**config.mk**
```make
export PLATFORM = sky130hd
export DESIGN_NAME = rotor_cipher_letter_step_top
export DESIGN_NICKNAME = d
export VERILOG_FILES = /design/src/hw/rtl/rcls_pkg.sv /design/src/hw/rtl/rcls_ram.sv /design/src/hw/rtl/rcls_regs.sv /design/src/hw/rtl/rcls_ctrl.sv /design/src/hw/rtl/rotor_cipher_letter_step_top.sv
export SDC_FILE = /design/constraint.sdc
export NUM_CORES = 2
export LEC_CHECK = 0
export BUFFER_PORTS_ARGS = -buffer_cell sky130_fd_sc_hd__buf_4
export CORE_ASPECT_RATIO = 0.7
export CORE_UTILIZATION = 30
export CTS_CLUSTER_DIAMETER = 30
export DETAILED_ROUTE_END_ITERATION = 8
export MAX_ROUTING_LAYER = met4
export PLACE_DENSITY_LB_ADDON = 0.2
export SKIP_CTS_REPAIR_TIMING = 1
export SYNTH_ARGS = -nofsm -noshare
export SYNTH_HDL_FRONTEND = slang
export SYNTH_SLANG_ARGS = --single-unit
```
**constraint.sdc**
```tcl
create_clock -name i_clk -period 24.4 [get_ports i_clk]
set_input_delay 1.22 -clock i_clk [delete_from_list [all_inputs] [get_ports i_clk]]
set_output_delay 1.22 -clock i_clk [all_outputs]
set_load 0.005 [all_outputs]
```
**src/hw/rtl/rcls_pkg.sv**
```systemverilog
// shared types, constants and helper functions of the rotor cipher letter step block
// no dependencies; imported by every module of the block except rcls_ram
package rcls_pkg;

    localparam int NUM_WHEEL_TYPES = 5;
    localparam int MAX_PLUG_PAIRS  = 6;
    localparam int LETTERS         = 26;
    localparam int LETTER_W        = 5;
    localparam int ROW_W           = LETTERS * LETTER_W;
    localparam int ROW_DEPTH       = NUM_WHEEL_TYPES + 1;
    localparam int ROW_AW          = $clog2(ROW_DEPTH);
    localparam int PLUG_W          = 60;
    localparam int APB_DW          = 64;
    localparam int APB_AW          = 6;
    localparam int STAGES          = 7;

    typedef logic [LETTER_W-1:0] t_letter;
    typedef logic [2:0]          t_choice;

    // input operation codes
    typedef enum logic [1:0] {
        OP_ENCIPHER = 2'd0,
        OP_WIRE     = 2'd1,
        OP_POSITION = 2'd2
    } t_op;

    // wiring row select of the reflector
    localparam logic [2:0] REFLECT_SELECT = 3'd5;

    // wheel slots for position writes
    typedef enum logic [2:0] {
        SLOT_FAST   = 3'd0,
        SLOT_MIDDLE = 3'd1,
        SLOT_SLOW   = 3'd2
    } t_slot;

    // configuration register indexes
    typedef enum logic [2:0] {
        REG_FAST_CHOICE   = 3'd0,
        REG_MIDDLE_CHOICE = 3'd1,
        REG_SLOW_CHOICE   = 3'd2,
        REG_FAST_RING     = 3'd3,
        REG_MIDDLE_RING   = 3'd4,
        REG_SLOW_RING     = 3'd5,
        REG_PLUG_PAIRS    = 3'd6,
        REG_PLUG_COUNT    = 3'd7
    } t_reg_idx;

    typedef struct packed {
        t_choice           fast_choice;
        t_choice           middle_choice;
        t_choice           slow_choice;
        t_letter           fast_ring;
        t_letter           middle_ring;
        t_letter           slow_ring;
        logic [PLUG_W-1:0] plug_pairs;
        logic [2:0]        plug_count;
    } t_cfg;

    localparam t_cfg CFG_RESET = '{
        fast_choice:   3'd1,
        middle_choice: 3'd2,
        slow_choice:   3'd3,
        fast_ring:     5'd22,
        middle_ring:   5'd23,
        slow_ring:     5'd19,
        plug_pairs:    '0,
        plug_count:    3'd0
    };

    // wiring memory port request
    typedef struct packed {
        logic              we;
        logic [ROW_AW-1:0] waddr;
        logic [ROW_W-1:0]  wdata;
        logic [ROW_AW-1:0] raddr;
    } t_mem_req;

    typedef enum logic [2:0] {
        ST_IDLE,
        ST_WIRE_READ,
        ST_WIRE_WRITE,
        ST_RUN,
        ST_OUT
    } t_state;

    // notch letter of each wheel type (Q E V J Z)
    function automatic t_letter notch_of(input logic [2:0] wtype);
        t_letter n;
        case (wtype)
            3'd0: n = 5'd16;
            3'd1: n = 5'd4;
            3'd2: n = 5'd21;
            3'd3: n = 5'd9;
            default: n = 5'd25;
        endcase
        return n;
    endfunction

    // wheel choice clamped to the available types, returned as a row index
    function automatic logic [2:0] wheel_type(input t_choice choice);
        logic [2:0] t;
        if (choice == 3'd0) begin
            t = 3'd0;
        end else if (choice > 3'(NUM_WHEEL_TYPES)) begin
            t = 3'(NUM_WHEEL_TYPES - 1);
        end else begin
            t = choice - 3'd1;
        end
        return t;
    endfunction

    // reduce a value below twice the letter count
    function automatic t_letter mod26(input logic [5:0] v);
        t_letter r;
        if (v >= 6'(LETTERS)) begin
            r = 5'(v - 6'(LETTERS));
        end else begin
            r = v[4:0];
        end
        return r;
    endfunction

endpackage

```
**src/hw/rtl/rcls_ram.sv**
```systemverilog
// generic single write, single read memory with registered read data
// no dependencies
module rcls_ram #(
    parameter int WIDTH = 8,
    parameter int DEPTH = 16,
    localparam int AW   = $clog2(DEPTH)
) (
    input  logic             i_clk,
    input  logic             i_we,
    input  logic [AW-1:0]    i_waddr,
    input  logic [WIDTH-1:0] i_wdata,
    input  logic [AW-1:0]    i_raddr,
    output logic [WIDTH-1:0] o_rdata
);

    logic [WIDTH-1:0] r_mem [DEPTH];
    logic [WIDTH-1:0] r_rdata;

    // write port
    always_ff @(posedge i_clk) begin
        if (i_we) begin
            r_mem[i_waddr] <= i_wdata;
        end
    end

    // registered read port
    always_ff @(posedge i_clk) begin
        r_rdata <= r_mem[i_raddr];
    end

    assign o_rdata = r_rdata;

endmodule

```
**src/hw/rtl/rcls_regs.sv**
```systemverilog
// apb configuration registers: wheel choices, rings and plugboard
// depends on rcls_pkg
module rcls_regs
    import rcls_pkg::*;
(
    input  logic              i_clk,
    input  logic              i_rst_n,
    input  logic              psel,
    input  logic              penable,
    input  logic              pwrite,
    input  logic [APB_AW-1:0] paddr,
    input  logic [APB_DW-1:0] pwdata,
    output logic [APB_DW-1:0] prdata,
    output logic              pready,
    output t_cfg              o_cfg
);

    t_cfg     r_cfg;
    t_cfg     n_cfg;
    t_reg_idx reg_idx;
    logic     wr_en;

    assign reg_idx = t_reg_idx'(paddr[APB_AW-1:3]);
    assign wr_en   = psel & penable & pwrite;
    assign pready  = 1'b1;

    // register write decode
    always_comb begin
        n_cfg = r_cfg;
        if (wr_en) begin
            case (reg_idx)
                REG_FAST_CHOICE:   n_cfg.fast_choice   = pwdata[2:0];
                REG_MIDDLE_CHOICE: n_cfg.middle_choice = pwdata[2:0];
                REG_SLOW_CHOICE:   n_cfg.slow_choice   = pwdata[2:0];
                REG_FAST_RING:     n_cfg.fast_ring     = pwdata[4:0];
                REG_MIDDLE_RING:   n_cfg.middle_ring   = pwdata[4:0];
                REG_SLOW_RING:     n_cfg.slow_ring     = pwdata[4:0];
                REG_PLUG_PAIRS:    n_cfg.plug_pairs    = pwdata[PLUG_W-1:0];
                REG_PLUG_COUNT:    n_cfg.plug_count    = pwdata[2:0];
                default: ;
            endcase
        end
    end

    always_ff @(posedge i_clk) begin
        if (!i_rst_n) begin
            r_cfg <= CFG_RESET;
        end else begin
            r_cfg <= n_cfg;
        end
    end

    // read mux
    always_comb begin
        case (reg_idx)
            REG_FAST_CHOICE:   prdata = APB_DW'(r_cfg.fast_choice);
            REG_MIDDLE_CHOICE: prdata = APB_DW'(r_cfg.middle_choice);
            REG_SLOW_CHOICE:   prdata = APB_DW'(r_cfg.slow_choice);
            REG_FAST_RING:     prdata = APB_DW'(r_cfg.fast_ring);
            REG_MIDDLE_RING:   prdata = APB_DW'(r_cfg.middle_ring);
            REG_SLOW_RING:     prdata = APB_DW'(r_cfg.slow_ring);
            REG_PLUG_PAIRS:    prdata = APB_DW'(r_cfg.plug_pairs);
            REG_PLUG_COUNT:    prdata = APB_DW'(r_cfg.plug_count);
            default:           prdata = '0;
        endcase
    end

    assign o_cfg = r_cfg;

endmodule

```
**src/hw/rtl/rcls_ctrl.sv**
```systemverilog
// sequencer and letter datapath: stepping, plugboard, row lookups and inverse search
// depends on rcls_pkg; drives the wiring memory through a t_mem_req bundle
module rcls_ctrl
    import rcls_pkg::*;
(
    input  logic             i_clk,
    input  logic             i_rst_n,
    input  t_cfg             i_cfg,
    input  logic             i_in_valid,
    output logic             o_in_ready,
    input  logic [1:0]       i_operation,
    input  logic [2:0]       i_table_select,
    input  t_letter          i_entry_index,
    input  t_letter          i_letter_value,
    output logic             o_out_valid,
    input  logic             i_out_ready,
    output t_letter          o_out_letter,
    output t_mem_req         o_mem,
    input  logic [ROW_W-1:0] i_mem_rdata
);

    // control state
    t_state            r_state, n_state;
    logic [2:0]        r_step, n_step;
    t_letter           r_fast_pos, n_fast_pos;
    t_letter           r_mid_pos, n_mid_pos;
    t_letter           r_slow_pos, n_slow_pos;
    logic              r_pending, n_pending;
    logic              r_out_valid, n_out_valid;
    // payload
    t_letter           r_c, n_c;
    t_letter           r_off [3];
    t_letter           n_off [3];
    logic [ROW_AW-1:0] r_row, n_row;
    t_letter           r_idx, n_idx;
    t_letter           r_val, n_val;
    t_letter           r_out_letter, n_out_letter;

    logic [2:0]        type_fast, type_mid, type_slow;
    t_letter           ring26 [3];
    t_letter           pos [3];
    t_letter           stepped_fast, stepped_mid;
    logic [2:0]        stage;
    t_letter           stage_off;
    t_letter           shifted;
    t_letter           lookup, found;
    t_mem_req          mem;

    function automatic t_letter advance(input t_letter p);
        t_letter r;
        if (p == 5'(LETTERS - 1)) begin
            r = '0;
        end else begin
            r = p + 5'd1;
        end
        return r;
    endfunction

    // sequential pair swaps, pairs with an out-of-range letter are skipped
    function automatic t_letter plugboard(input t_letter c, input logic [PLUG_W-1:0] pairs,
                                          input logic [2:0] cnt);
        logic [2:0] n;
        t_letter    a;
        t_letter    b;
        t_letter    r;
        n = (cnt > 3'(MAX_PLUG_PAIRS)) ? 3'(MAX_PLUG_PAIRS) : cnt;
        r = c;
        for (int k = 0; k < MAX_PLUG_PAIRS; k++) begin
            a = pairs[10*k +: LETTER_W];
            b = pairs[10*k + LETTER_W +: LETTER_W];
            if (3'(k) < n && a < 5'(LETTERS) && b < 5'(LETTERS)) begin
                if (r == a) begin
                    r = b;
                end else if (r == b) begin
                    r = a;
                end
            end
        end
        return r;
    endfunction

    function automatic t_letter row_get(input logic [ROW_W-1:0] row, input t_letter idx);
        t_letter r;
        r = '0;
        for (int j = 0; j < LETTERS; j++) begin
            if (idx == 5'(j)) begin
                r = row[j*LETTER_W +: LETTER_W];
            end
        end
        return r;
    endfunction

    // lowest entry holding the letter, zero when none does
    function automatic t_letter row_find(input logic [ROW_W-1:0] row, input t_letter val);
        t_letter r;
        r = '0;
        for (int j = LETTERS - 1; j >= 0; j--) begin
            if (row[j*LETTER_W +: LETTER_W] == val) begin
                r = 5'(j);
            end
        end
        return r;
    endfunction

    function automatic logic [ROW_W-1:0] row_put(input logic [ROW_W-1:0] row,
                                                 input t_letter idx, input t_letter val);
        logic [ROW_W-1:0] r;
        r = row;
        for (int j = 0; j < LETTERS; j++) begin
            if (idx == 5'(j)) begin
                r[j*LETTER_W +: LETTER_W] = val;
            end
        end
        return r;
    endfunction

    // row read order: three wheels forward, reflector, three wheels back
    function automatic logic [ROW_AW-1:0] seq_row(input logic [2:0] step, input logic [2:0] t0,
                                                  input logic [2:0] t1, input logic [2:0] t2);
        logic [2:0] r;
        case (step)
            3'd0: r = t0;
            3'd1: r = t1;
            3'd2: r = t2;
            3'd3: r = 3'(NUM_WHEEL_TYPES);
            3'd4: r = t2;
            3'd5: r = t1;
            default: r = t0;
        endcase
        return ROW_AW'(r);
    endfunction

    // slot types and ring offsets
    assign type_fast = wheel_type(i_cfg.fast_choice);
    assign type_mid  = wheel_type(i_cfg.middle_choice);
    assign type_slow = wheel_type(i_cfg.slow_choice);
    assign ring26[0] = mod26({1'b0, i_cfg.fast_ring});
    assign ring26[1] = mod26({1'b0, i_cfg.middle_ring});
    assign ring26[2] = mod26({1'b0, i_cfg.slow_ring});
    assign pos[0]    = r_fast_pos;
    assign pos[1]    = r_mid_pos;
    assign pos[2]    = r_slow_pos;

    // stepping ahead of a letter
    assign stepped_fast = advance(r_fast_pos);
    assign stepped_mid  = advance(r_mid_pos);

    // lookup stage working on the row read last cycle
    assign stage = r_step - 3'd1;
    always_comb begin
        case (stage)
            3'd0, 3'd6: stage_off = r_off[0];
            3'd1, 3'd5: stage_off = r_off[1];
            default:    stage_off = r_off[2];
        endcase
    end
    assign shifted = mod26({1'b0, r_c} + {1'b0, stage_off});
    assign lookup  = row_get(i_mem_rdata, (stage == 3'd3) ? r_c : shifted);
    assign found   = row_find(i_mem_rdata, shifted);

    // next state and outputs
    always_comb begin
        n_state      = r_state;
        n_step       = r_step;
        n_fast_pos   = r_fast_pos;
        n_mid_pos    = r_mid_pos;
        n_slow_pos   = r_slow_pos;
        n_pending    = r_pending;
        n_out_valid  = r_out_valid & ~i_out_ready;
        n_c          = r_c;
        n_off        = r_off;
        n_row        = r_row;
        n_idx        = r_idx;
        n_val        = r_val;
        n_out_letter = r_out_letter;
        mem.we       = 1'b0;
        mem.waddr    = r_row;
        mem.wdata    = row_put(i_mem_rdata, r_idx, r_val);
        mem.raddr    = r_row;
        o_in_ready   = (r_state == ST_IDLE);

        case (r_state)
            ST_IDLE: begin
                if (i_in_valid) begin
                    case (i_operation)
                        OP_WIRE: begin
                            if ((i_table_select < 3'(NUM_WHEEL_TYPES) ||
                                 i_table_select == REFLECT_SELECT) &&
                                i_entry_index < 5'(LETTERS)) begin
                                n_row   = (i_table_select == REFLECT_SELECT) ?
                                          ROW_AW'(NUM_WHEEL_TYPES) : ROW_AW'(i_table_select);
                                n_idx   = i_entry_index;
                                n_val   = mod26({1'b0, i_letter_value});
                                n_state = ST_WIRE_READ;
                            end
                        end
                        OP_POSITION: begin
                            case (i_table_select)
                                SLOT_FAST: begin
                                    n_fast_pos = mod26({1'b0, i_letter_value});
                                    n_pending  = 1'b0;
                                end
                                SLOT_MIDDLE: begin
                                    n_mid_pos = mod26({1'b0, i_letter_value});
                                    n_pending = 1'b0;
                                end
                                SLOT_SLOW: begin
                                    n_slow_pos = mod26({1'b0, i_letter_value});
                                    n_pending  = 1'b0;
                                end
                                default: ;
                            endcase
                        end
                        OP_ENCIPHER: begin
                            if (i_letter_value < 5'(LETTERS)) begin
                                n_fast_pos = stepped_fast;
                                n_pending  = 1'b0;
                                if (r_pending) begin
                                    n_slow_pos = advance(r_slow_pos);
                                end
                                if (stepped_fast == notch_of(type_fast)) begin
                                    n_mid_pos = stepped_mid;
                                    if (stepped_mid == notch_of(type_mid)) begin
                                        n_pending = 1'b1;
                                    end
                                end
                                n_c     = plugboard(i_letter_value, i_cfg.plug_pairs,
                                                    i_cfg.plug_count);
                                n_step  = '0;
                                n_state = ST_RUN;
                            end
                        end
                        default: ;
                    endcase
                end
            end

            ST_WIRE_READ: begin
                n_state = ST_WIRE_WRITE;
            end

            // row read back last cycle, write it with one entry replaced
            ST_WIRE_WRITE: begin
                mem.we  = 1'b1;
                n_state = ST_IDLE;
            end

            ST_RUN: begin
                mem.raddr = seq_row(r_step, type_fast, type_mid, type_slow);
                if (r_step == 3'd0) begin
                    for (int i = 0; i < 3; i++) begin
                        n_off[i] = mod26({1'b0, pos[i]} + 6'(LETTERS) - {1'b0, ring26[i]});
                    end
                end else if (stage < 3'd3) begin
                    n_c = mod26({1'b0, lookup} + 6'(LETTERS) - {1'b0, stage_off});
                end else if (stage == 3'd3) begin
                    n_c = lookup;
                end else begin
                    n_c = mod26({1'b0, found} + 6'(LETTERS) - {1'b0, stage_off});
                end
                if (r_step == 3'(STAGES)) begin
                    n_state = ST_OUT;
                end
                n_step = r_step + 3'd1;
            end

            // final plugboard pass into the output register
            ST_OUT: begin
                if (!r_out_valid || i_out_ready) begin
                    n_out_valid  = 1'b1;
                    n_out_letter = plugboard(r_c, i_cfg.plug_pairs, i_cfg.plug_count);
                    n_state      = ST_IDLE;
                end
            end

            default: n_state = ST_IDLE;
        endcase
    end

    always_ff @(posedge i_clk) begin
        if (!i_rst_n) begin
            r_state     <= ST_IDLE;
            r_step      <= '0;
            r_fast_pos  <= '0;
            r_mid_pos   <= '0;
            r_slow_pos  <= '0;
            r_pending   <= 1'b0;
            r_out_valid <= 1'b0;
        end else begin
            r_state     <= n_state;
            r_step      <= n_step;
            r_fast_pos  <= n_fast_pos;
            r_mid_pos   <= n_mid_pos;
            r_slow_pos  <= n_slow_pos;
            r_pending   <= n_pending;
            r_out_valid <= n_out_valid;
        end
    end

    always_ff @(posedge i_clk) begin
        r_c          <= n_c;
        r_off        <= n_off;
        r_row        <= n_row;
        r_idx        <= n_idx;
        r_val        <= n_val;
        r_out_letter <= n_out_letter;
    end

    assign o_mem        = mem;
    assign o_out_valid  = r_out_valid;
    assign o_out_letter = r_out_letter;

endmodule

```
**src/hw/rtl/rotor_cipher_letter_step_top.sv**
```systemverilog
// top level of the three-wheel rotor cipher letter step
// depends on rcls_pkg, rcls_ram, rcls_regs and rcls_ctrl
//
// channel   direction  handshake                 payload
// input     in         i_in_valid / o_in_ready   i_operation, i_table_select,
//                                                i_entry_index, i_letter_value
// output    out        o_out_valid / i_out_ready o_out_letter
// config    in         apb psel/penable/pready   paddr, pwdata, prdata (64 bit)
//
// a letter holds the input side from transfer to next transfer: the transfer cycle steps the
// wheels and runs the plugboard, the run state streams the seven wiring row reads through
// the single read port, and the output state runs the final plugboard pass
// its result is registered in the output register by the final plugboard pass
// a wiring write reads the row and writes it back modified; a position write needs no memory
// access; reset is synchronous; the wiring memory has no reset and needs no clearing pass
// a stalled result waits in the output register; the next letter waits in its last cycle
module rotor_cipher_letter_step_top
    import rcls_pkg::*;
(
    input  logic              i_clk,
    input  logic              i_rst_n,
    input  logic              i_in_valid,
    output logic              o_in_ready,
    input  logic [1:0]        i_operation,
    input  logic [2:0]        i_table_select,
    input  logic [4:0]        i_entry_index,
    input  logic [4:0]        i_letter_value,
    output logic              o_out_valid,
    input  logic              i_out_ready,
    output logic [4:0]        o_out_letter,
    input  logic              psel,
    input  logic              penable,
    input  logic              pwrite,
    input  logic [APB_AW-1:0] paddr,
    input  logic [APB_DW-1:0] pwdata,
    output logic [APB_DW-1:0] prdata,
    output logic              pready
);

    t_cfg             cfg;
    t_mem_req         mem;
    logic [ROW_W-1:0] mem_rdata;

    // configuration registers
    rcls_regs u_regs (
        .i_clk   (i_clk),
        .i_rst_n (i_rst_n),
        .psel    (psel),
        .penable (penable),
        .pwrite  (pwrite),
        .paddr   (paddr),
        .pwdata  (pwdata),
        .prdata  (prdata),
        .pready  (pready),
        .o_cfg   (cfg)
    );

    // sequencer and datapath
    rcls_ctrl u_ctrl (
        .i_clk          (i_clk),
        .i_rst_n        (i_rst_n),
        .i_cfg          (cfg),
        .i_in_valid     (i_in_valid),
        .o_in_ready     (o_in_ready),
        .i_operation    (i_operation),
        .i_table_select (i_table_select),
        .i_entry_index  (i_entry_index),
        .i_letter_value (i_letter_value),
        .o_out_valid    (o_out_valid),
        .i_out_ready    (i_out_ready),
        .o_out_letter   (o_out_letter),
        .o_mem          (mem),
        .i_mem_rdata    (mem_rdata)
    );

    // wiring rows, one full row of letters per word
    rcls_ram #(
        .WIDTH (ROW_W),
        .DEPTH (ROW_DEPTH)
    ) u_wiring (
        .i_clk   (i_clk),
        .i_we    (mem.we),
        .i_waddr (mem.waddr),
        .i_wdata (mem.wdata),
        .i_raddr (mem.raddr),
        .o_rdata (mem_rdata)
    );

endmodule

```
After elaboration in Yosys (flattened, before gate mapping)
Memory sizes are Yosys's and may differ from the RTL's. A register that Yosys moved wholly into a read port is not among the register bits.
Cells that the tools add are included.
Word-level totals
  bits in registers: 148
  latch bits: 0
  bits in writable memories: 780
  bits in read-only memories: 0
  input port bits: 92
  memories: 1
Memory list
  u_wiring.r_mem: depth 6, bits a word 130, read ports 1, clocked after memory_dff 1, wr ports 1, line rcls_ram.sv:16  | logic [WIDTH-1:0] r_mem [DEPTH];
Cells by class
  add/sub/neg operators: 29
  multiply operators: 0
  divide/modulo/power cells: 0
  magnitude comparators: 36
  equality and inequality tests: 153
  shift operators: 0
  muxes and demuxes: 219
  bitwise gates (word level): 4
  reduce and logical (&&, ||, !) cells: 54
Operators by type and width (count)
  5-bit two-way mux: 181
  64-bit one-hot mux with 8 select lines: 1
  5-bit equality test: 52
  5-bit equality test, second input constant: 23
  5-bit by 4-bit equality test with 1-bit output, second input constant: 16
  5-bit < comparator, second input constant: 14
  5-bit one-hot mux with 2 select lines: 5
  5-bit subtractor, second input constant: 10
  3-bit two-way mux: 16
  5-bit by 3-bit equality test with 1-bit output, second input constant: 8
  5-bit one-hot mux with 4 select lines: 2
  3-bit by 2-bit equality test with 1-bit output, second input constant: 12
  6-bit by 5-bit >= comparator with 1-bit output, second input constant: 6
  3-bit equality test, second input constant: 11
  5-bit by 5-bit adder with 6-bit output, second input constant: 5
  3-bit logical NOT: 10
  6-bit by 5-bit subtractor with 6-bit output: 5
  3-bit by 1-bit equality test with 1-bit output, second input constant: 7
  5-bit by 2-bit equality test with 1-bit output, second input constant: 4
  5-bit >= comparator, second input constant: 4
  2-bit AND reduction: 10
  6-bit AND reduction: 3
  2-bit by 1-bit != test with 1-bit output, second input constant: 8
  5-bit by 1-bit adder with 5-bit output, second input constant: 3
  other kinds (32): 79

Longest topological paths before layout
  word-level depth: 50
  mapped depth: 45
  depth with buffers taken out: 44

Hierarchy
A second synthesis with hierarchy kept.
Second synthesis, totals
  cell total of the unflattened synthesis: 4246
  area, all modules: 52913.2 sq um
By module, submodules not included
  rcls_ram: times used 1, cells an instance 1659, area an instance 33352.0 sq um, seq. area each 26025.0 sq um
  rcls_ctrl: times used 1, cells an instance 2088, area an instance 15521.1 sq um, seq. area each 1601.5 sq um
  rcls_regs: times used 1, cells an instance 499, area an instance 4040.1 sq um, seq. area each 1741.7 sq um

Worst setup path after synthesis
No wires, ideal clock.
  kind: flip-flop to flip-flop
  from: reg u_ctrl.r_state[1]
  to: mem u_wiring.r_mem[0][0] in the netlist's numbering (enable)
  setup time: 0.984 ns
  arrival: 14.048 ns
  slack: 9.369 ns
  cell stages (with the launch flop): 3
  clock period less this slack: 15.031 ns
  cells stage by stage: dfxtp_1 > nor3b_1 > nor4b_1
On the way
  cells in the longest elaborated chain, start to end: 4
Ends and longest elaborated chain
  start, declared: line rcls_ctrl.sv:23  | t_state r_state, n_state;
  start signal, assigned: line rcls_ctrl.sv:290  | r_state <= n_state;
  3-bit by 2-bit equality test with 1-bit output: line rcls_ctrl.sv:182  | case (r_state)
  1-bit two-way mux: line rcls_ctrl.sv:182
  1-bit two-way mux: line rcls_ram.sv:21  | if (i_we) begin
  1-bit two-way mux (not written as such): line rcls_ram.sv:22  | r_mem[i_waddr] <= i_wdata;
  end, declared: line rcls_ram.sv:16
Every way passes these cells.

Worst setup path after layout
  from: reg u_ctrl.r_c[2]
  to: reg u_ctrl.r_out_letter[1], in the netlist u_ctrl.o_out_letter[1] (data pin)
On the way
  cells in the longest elaborated chain, start to end: 34
  elaborated cells between the ends (all ways): 40
Ends and longest elaborated chain
  start, declared: line rcls_ctrl.sv:31  | t_letter r_c, n_c;
  start signal, assigned: line rcls_ctrl.sv:301  | r_c <= n_c;
  5-bit equality test: line rcls_ctrl.sv:74  | end else if (r == b) begin
  5-bit two-way mux: line rcls_ctrl.sv:74
  5-bit two-way mux: line rcls_ctrl.sv:72  | if (r == a) begin
  5-bit two-way mux (*): line rcls_ctrl.sv:71  | if (3'(k) < n && a < 5'(LETTERS) && b < 5'(LETTERS)) begin
  5-bit two-way mux (*): line rcls_ctrl.sv:269  | if (!r_out_valid || i_out_ready) begin
  5-bit two-way mux (*): line rcls_ctrl.sv:182
  5-bit equality test: line rcls_ctrl.sv:74
  5-bit two-way mux: line rcls_ctrl.sv:74
  [... 18 more ...]
  5-bit two-way mux: line rcls_ctrl.sv:72
  5-bit two-way mux (*): line rcls_ctrl.sv:71
  5-bit two-way mux (*): line rcls_ctrl.sv:269
  5-bit two-way mux (*): line rcls_ctrl.sv:182
  5-bit equality test: line rcls_ctrl.sv:74
  5-bit two-way mux: line rcls_ctrl.sv:74
  5-bit two-way mux: line rcls_ctrl.sv:72
  5-bit two-way mux (*): line rcls_ctrl.sv:71
  end signal, assigned: line rcls_ctrl.sv:306  | r_out_letter <= n_out_letter;
  end, declared: line rcls_ctrl.sv:37  | t_letter r_out_letter, n_out_letter;
Mark *: on every way between the ends. The rest lies on a longest branch, timed or not. The select of a mux whose other input is x is not followed.
A chain may end at the register's enable or synchronous reset.

==> flow_summary.ini <==
[run_status]
status = completed

[route]
drcViolationCount = 0
ant_nets = 0
dr.pass1.iters = 5
vias = 34450
post_drt_wl_per_cell_um = 22.82
wl_um = 151400
via_per_inst = 5.191
drtIter0Drc = 3351

[layout]
regArea_um2 = 29370
fill_cells = 16330
drive_gt1_share_pct = 19.90
fin_util_pct = 36.05
multi_input_area_um2 = 20360
fin_nets = 4415
syn2layout_area_growth_pct = 19.19

[grt]
gr-total-overflow = 0
grt_pass1_wl_um = 223000
antenna_found_initial = 7
grt_pass1_vias = 32449
grt_usage_pct = 17.91
grt_max_degree = 155

[logic_synthesis]
ys_seq_area_share_pct = 57.55
avgSynthCellArea_um2 = 12.53
synth_area_leader_cell = edfxtp_1
synthTopCellsByArea = edfxtp_1 48%, dfxtp_1 9.4%, mux4_2 6.1%
synth_edf_count = 818
ys_warn_count = 0
synth_top_area_share_pct = 48.14
ys.flop_type = edfxtp_1
ys_ff_latch = 1058
synth_common_cells = 818 x edfxtp_1, 300 x nand2_1, 295 x nor2_1
post-synth-top-count-cell = edfxtp_1
synthArstFlopShare_pct = 0
synth.distinct_cells = 108
synthesis.instances = 4071
syn_area_um2 = 51030

[power_and_ir_drop]
power.ir.vdd_worst_v = 0.00007035
comb_power_share_pct = 7.3
p_sw_mw = 1.213
p_int_mw = 3.596
power_density_nw_per_um2 = 79.08
power.share.clock_pct = 51.6
p_seq_share_pct = 41.1
switching_share_pct = 25.23
power_leakage_nw = 21.02

[worst_setup_path]
crit_fanout = 15
startpoint_type = flop
end_kind = flop
cp.required_ns = 24.88
path_common_cell = xnor2_1
critPathMaxStageDelay_ns = 1.05
path_delay_family = compound AO/OA/AOI/OAI gates
crit_buf_inv = 1
critPathArrivalTime_ns = 11.24
crit_slowest_cell = nor4_2
critPathKind = reg2reg

[die]
die_area_um2 = 171800
num_rows = 126
start_util_pct = 30.25
ios = 164
core_area_um2 = 168700
die_w_um = 494.9
fp.dieH_um = 347.1

[sta]
max_clock_freq_mhz = 92.92
post-route-min-period_ns = 10.76
setup_viol = 0
timing.setup.tns_ns = 0
finalHoldViolCount = 0
drv_slew = 0
worst_pin_slew_ns = 1.231
relSlewSlack_pct = 17.23
fin_crit_sh_pct = 44.11
rsz0062_at_grt = no
fin_skew_ns = 0.06408

[clock_tree]
cts_htree_levels = 4
cts_inserted_buffers = 180
worst_skew_pair.late_latency_ns = 0.83
path_clk_slew_ns = 0.05
cts.sinks = 1058
clock-root-buffer = clkbuf_16
tritoncts = done
clock_path_buffers = 3

[place]
port_buffers = 151
hpwl_um = 96430
gp_congestion = 0.8686

[min_path]
hold_path.class = reg2reg

[flow_run]
maxCapViolations = 0
[worst min-delay path: cells and delay by family (launching register included)]
kind          cells  cell delay [ns]
flops             1             0.32
mux               1             0.07
simple gates      1             0.07
[flip-flops by register name, summed over array words and instances (netlist names)]
register             cells
u_ctrl.r_step            3
u_ctrl.r_row             3
u_ctrl.r_pending         1
u_ctrl.r_c               5
u_wiring.o_rdata       130
u_wiring.r_mem         780
u_ctrl.o_out_letter      5
u_regs.o_cfg            87
u_ctrl.r_mid_pos         5
u_ctrl.r_off            15
u_ctrl.r_val             5
u_ctrl.r_state           3
u_ctrl.r_idx             5
u_ctrl.r_slow_pos        5
u_ctrl.o_out_valid       1
u_ctrl.r_fast_pos        5
[placed cells by master (no fill, tap or decap), types with 26 or more instances in the layout]
cell type	n
xor2_1	100
edfxtp_1	818
o21ai_0	109
nor2_1	293
a31oi_1	31
a21oi_1	263
nor4_1	30
a21boi_0	53
dfxtp_1	240
and2_1	77
clkbuf_16	181
nand2_1	298
xnor2_1	133
buf_4	206
nor3_1	83
o22ai_1	26
mux2i_1	182
ha_1	83
inv_1	133
nand3_1	99
nor2b_1	26
o211ai_1	33
mux4_2	139
mux2_2	139
[metrics by stage]
| stage | std cells | hold WS [ns] | total power [mW] | cell area, um^2 | setup slack, ns |
|---|---|---|---|---|---|
| global route | 6632 | 0.5366 | 4.982 | 60810 | 12.95 |
| floorplan | 4074 | 0.4638 | 2.244 | 51040 | 9.369 |
| detailed placement | 6291 | 0.4938 | 2.358 | 54680 | 14.01 |
| global placement | 6291 | 0.4817 | 2.356 | 54680 | 13.95 |
| finish | 6636 | 0.5034 | 4.810 | 60820 | 13.64 |
| CTS | 6631 | 0.5058 | 4.860 | 60810 | 13.99 |
[worst paths after layout]
| check | cells past startpoint | startpoint | slack (ns) | endpoint |
|---|---|---|---|---|
| worst min-delay path | 2 | u_regs.o_cfg[85] | 0.50 | u_regs.o_cfg[85] |
| worst max-delay path | 27 | u_ctrl.r_c[2] | 13.64 | u_ctrl.o_out_letter[1] |
| worst max register to register | 27 | u_ctrl.r_c[2] | 13.64 | u_ctrl.o_out_letter[1] |
| worst min register to register | 2 | u_regs.o_cfg[85] | 0.50 | u_regs.o_cfg[85] |
[power by group through the flow]
stage | Clock, mW | Combinational, mW | Sequential [mW]
floorplan | 0 | 0.244 | 2.00
global route | 2.62 | 0.388 | 1.97
global placement | 0 | 0.346 | 2.01
finish | 2.48 | 0.352 | 1.97
detailed placement | 0 | 0.348 | 2.01
CTS | 2.54 | 0.350 | 1.97
[layout make-up]
class | instances | share of cell area [%]
sequential | 1058 | 48.29
multi-input combinational | 2649 | 33.48
antenna | 5 | 0.02057
tap | 2240 | 4.608
timing repair buffer | 211 | 2.707
inverter | 133 | 0.8209
clock inverter | 127 | 2.269
clock buffer | 213 | 7.809
[cells by family (layout without fill, tap and decap cells)]
group           count (synthesis)  in the layout  synth area share [%]
compound gates                765            765                 10.01
buf+inv                       367            684                 2.859
fa+ha+maj                      90             90                 2.295
mux                           462            462                 12.81
other cells                     2             10               0.01472
xor+xnor                      236            236                 4.066
simple gates                 1091           1091                 10.39
flops                        1058           1058                 57.55
[routing by layer]
layer  up-vias  routed length [um]  GRT usage (%)  share of wire (%)
met1     17445               78990          28.10                 52
li1      15768                   -              -                  -
met4         0                2427          3.935                1.6
met3       189                9872          3.360                6.5
met5         -                   0              -                  0
met2      1048               60140          23.16                 40
Note: power is estimated with default switching activity, not from simulation.
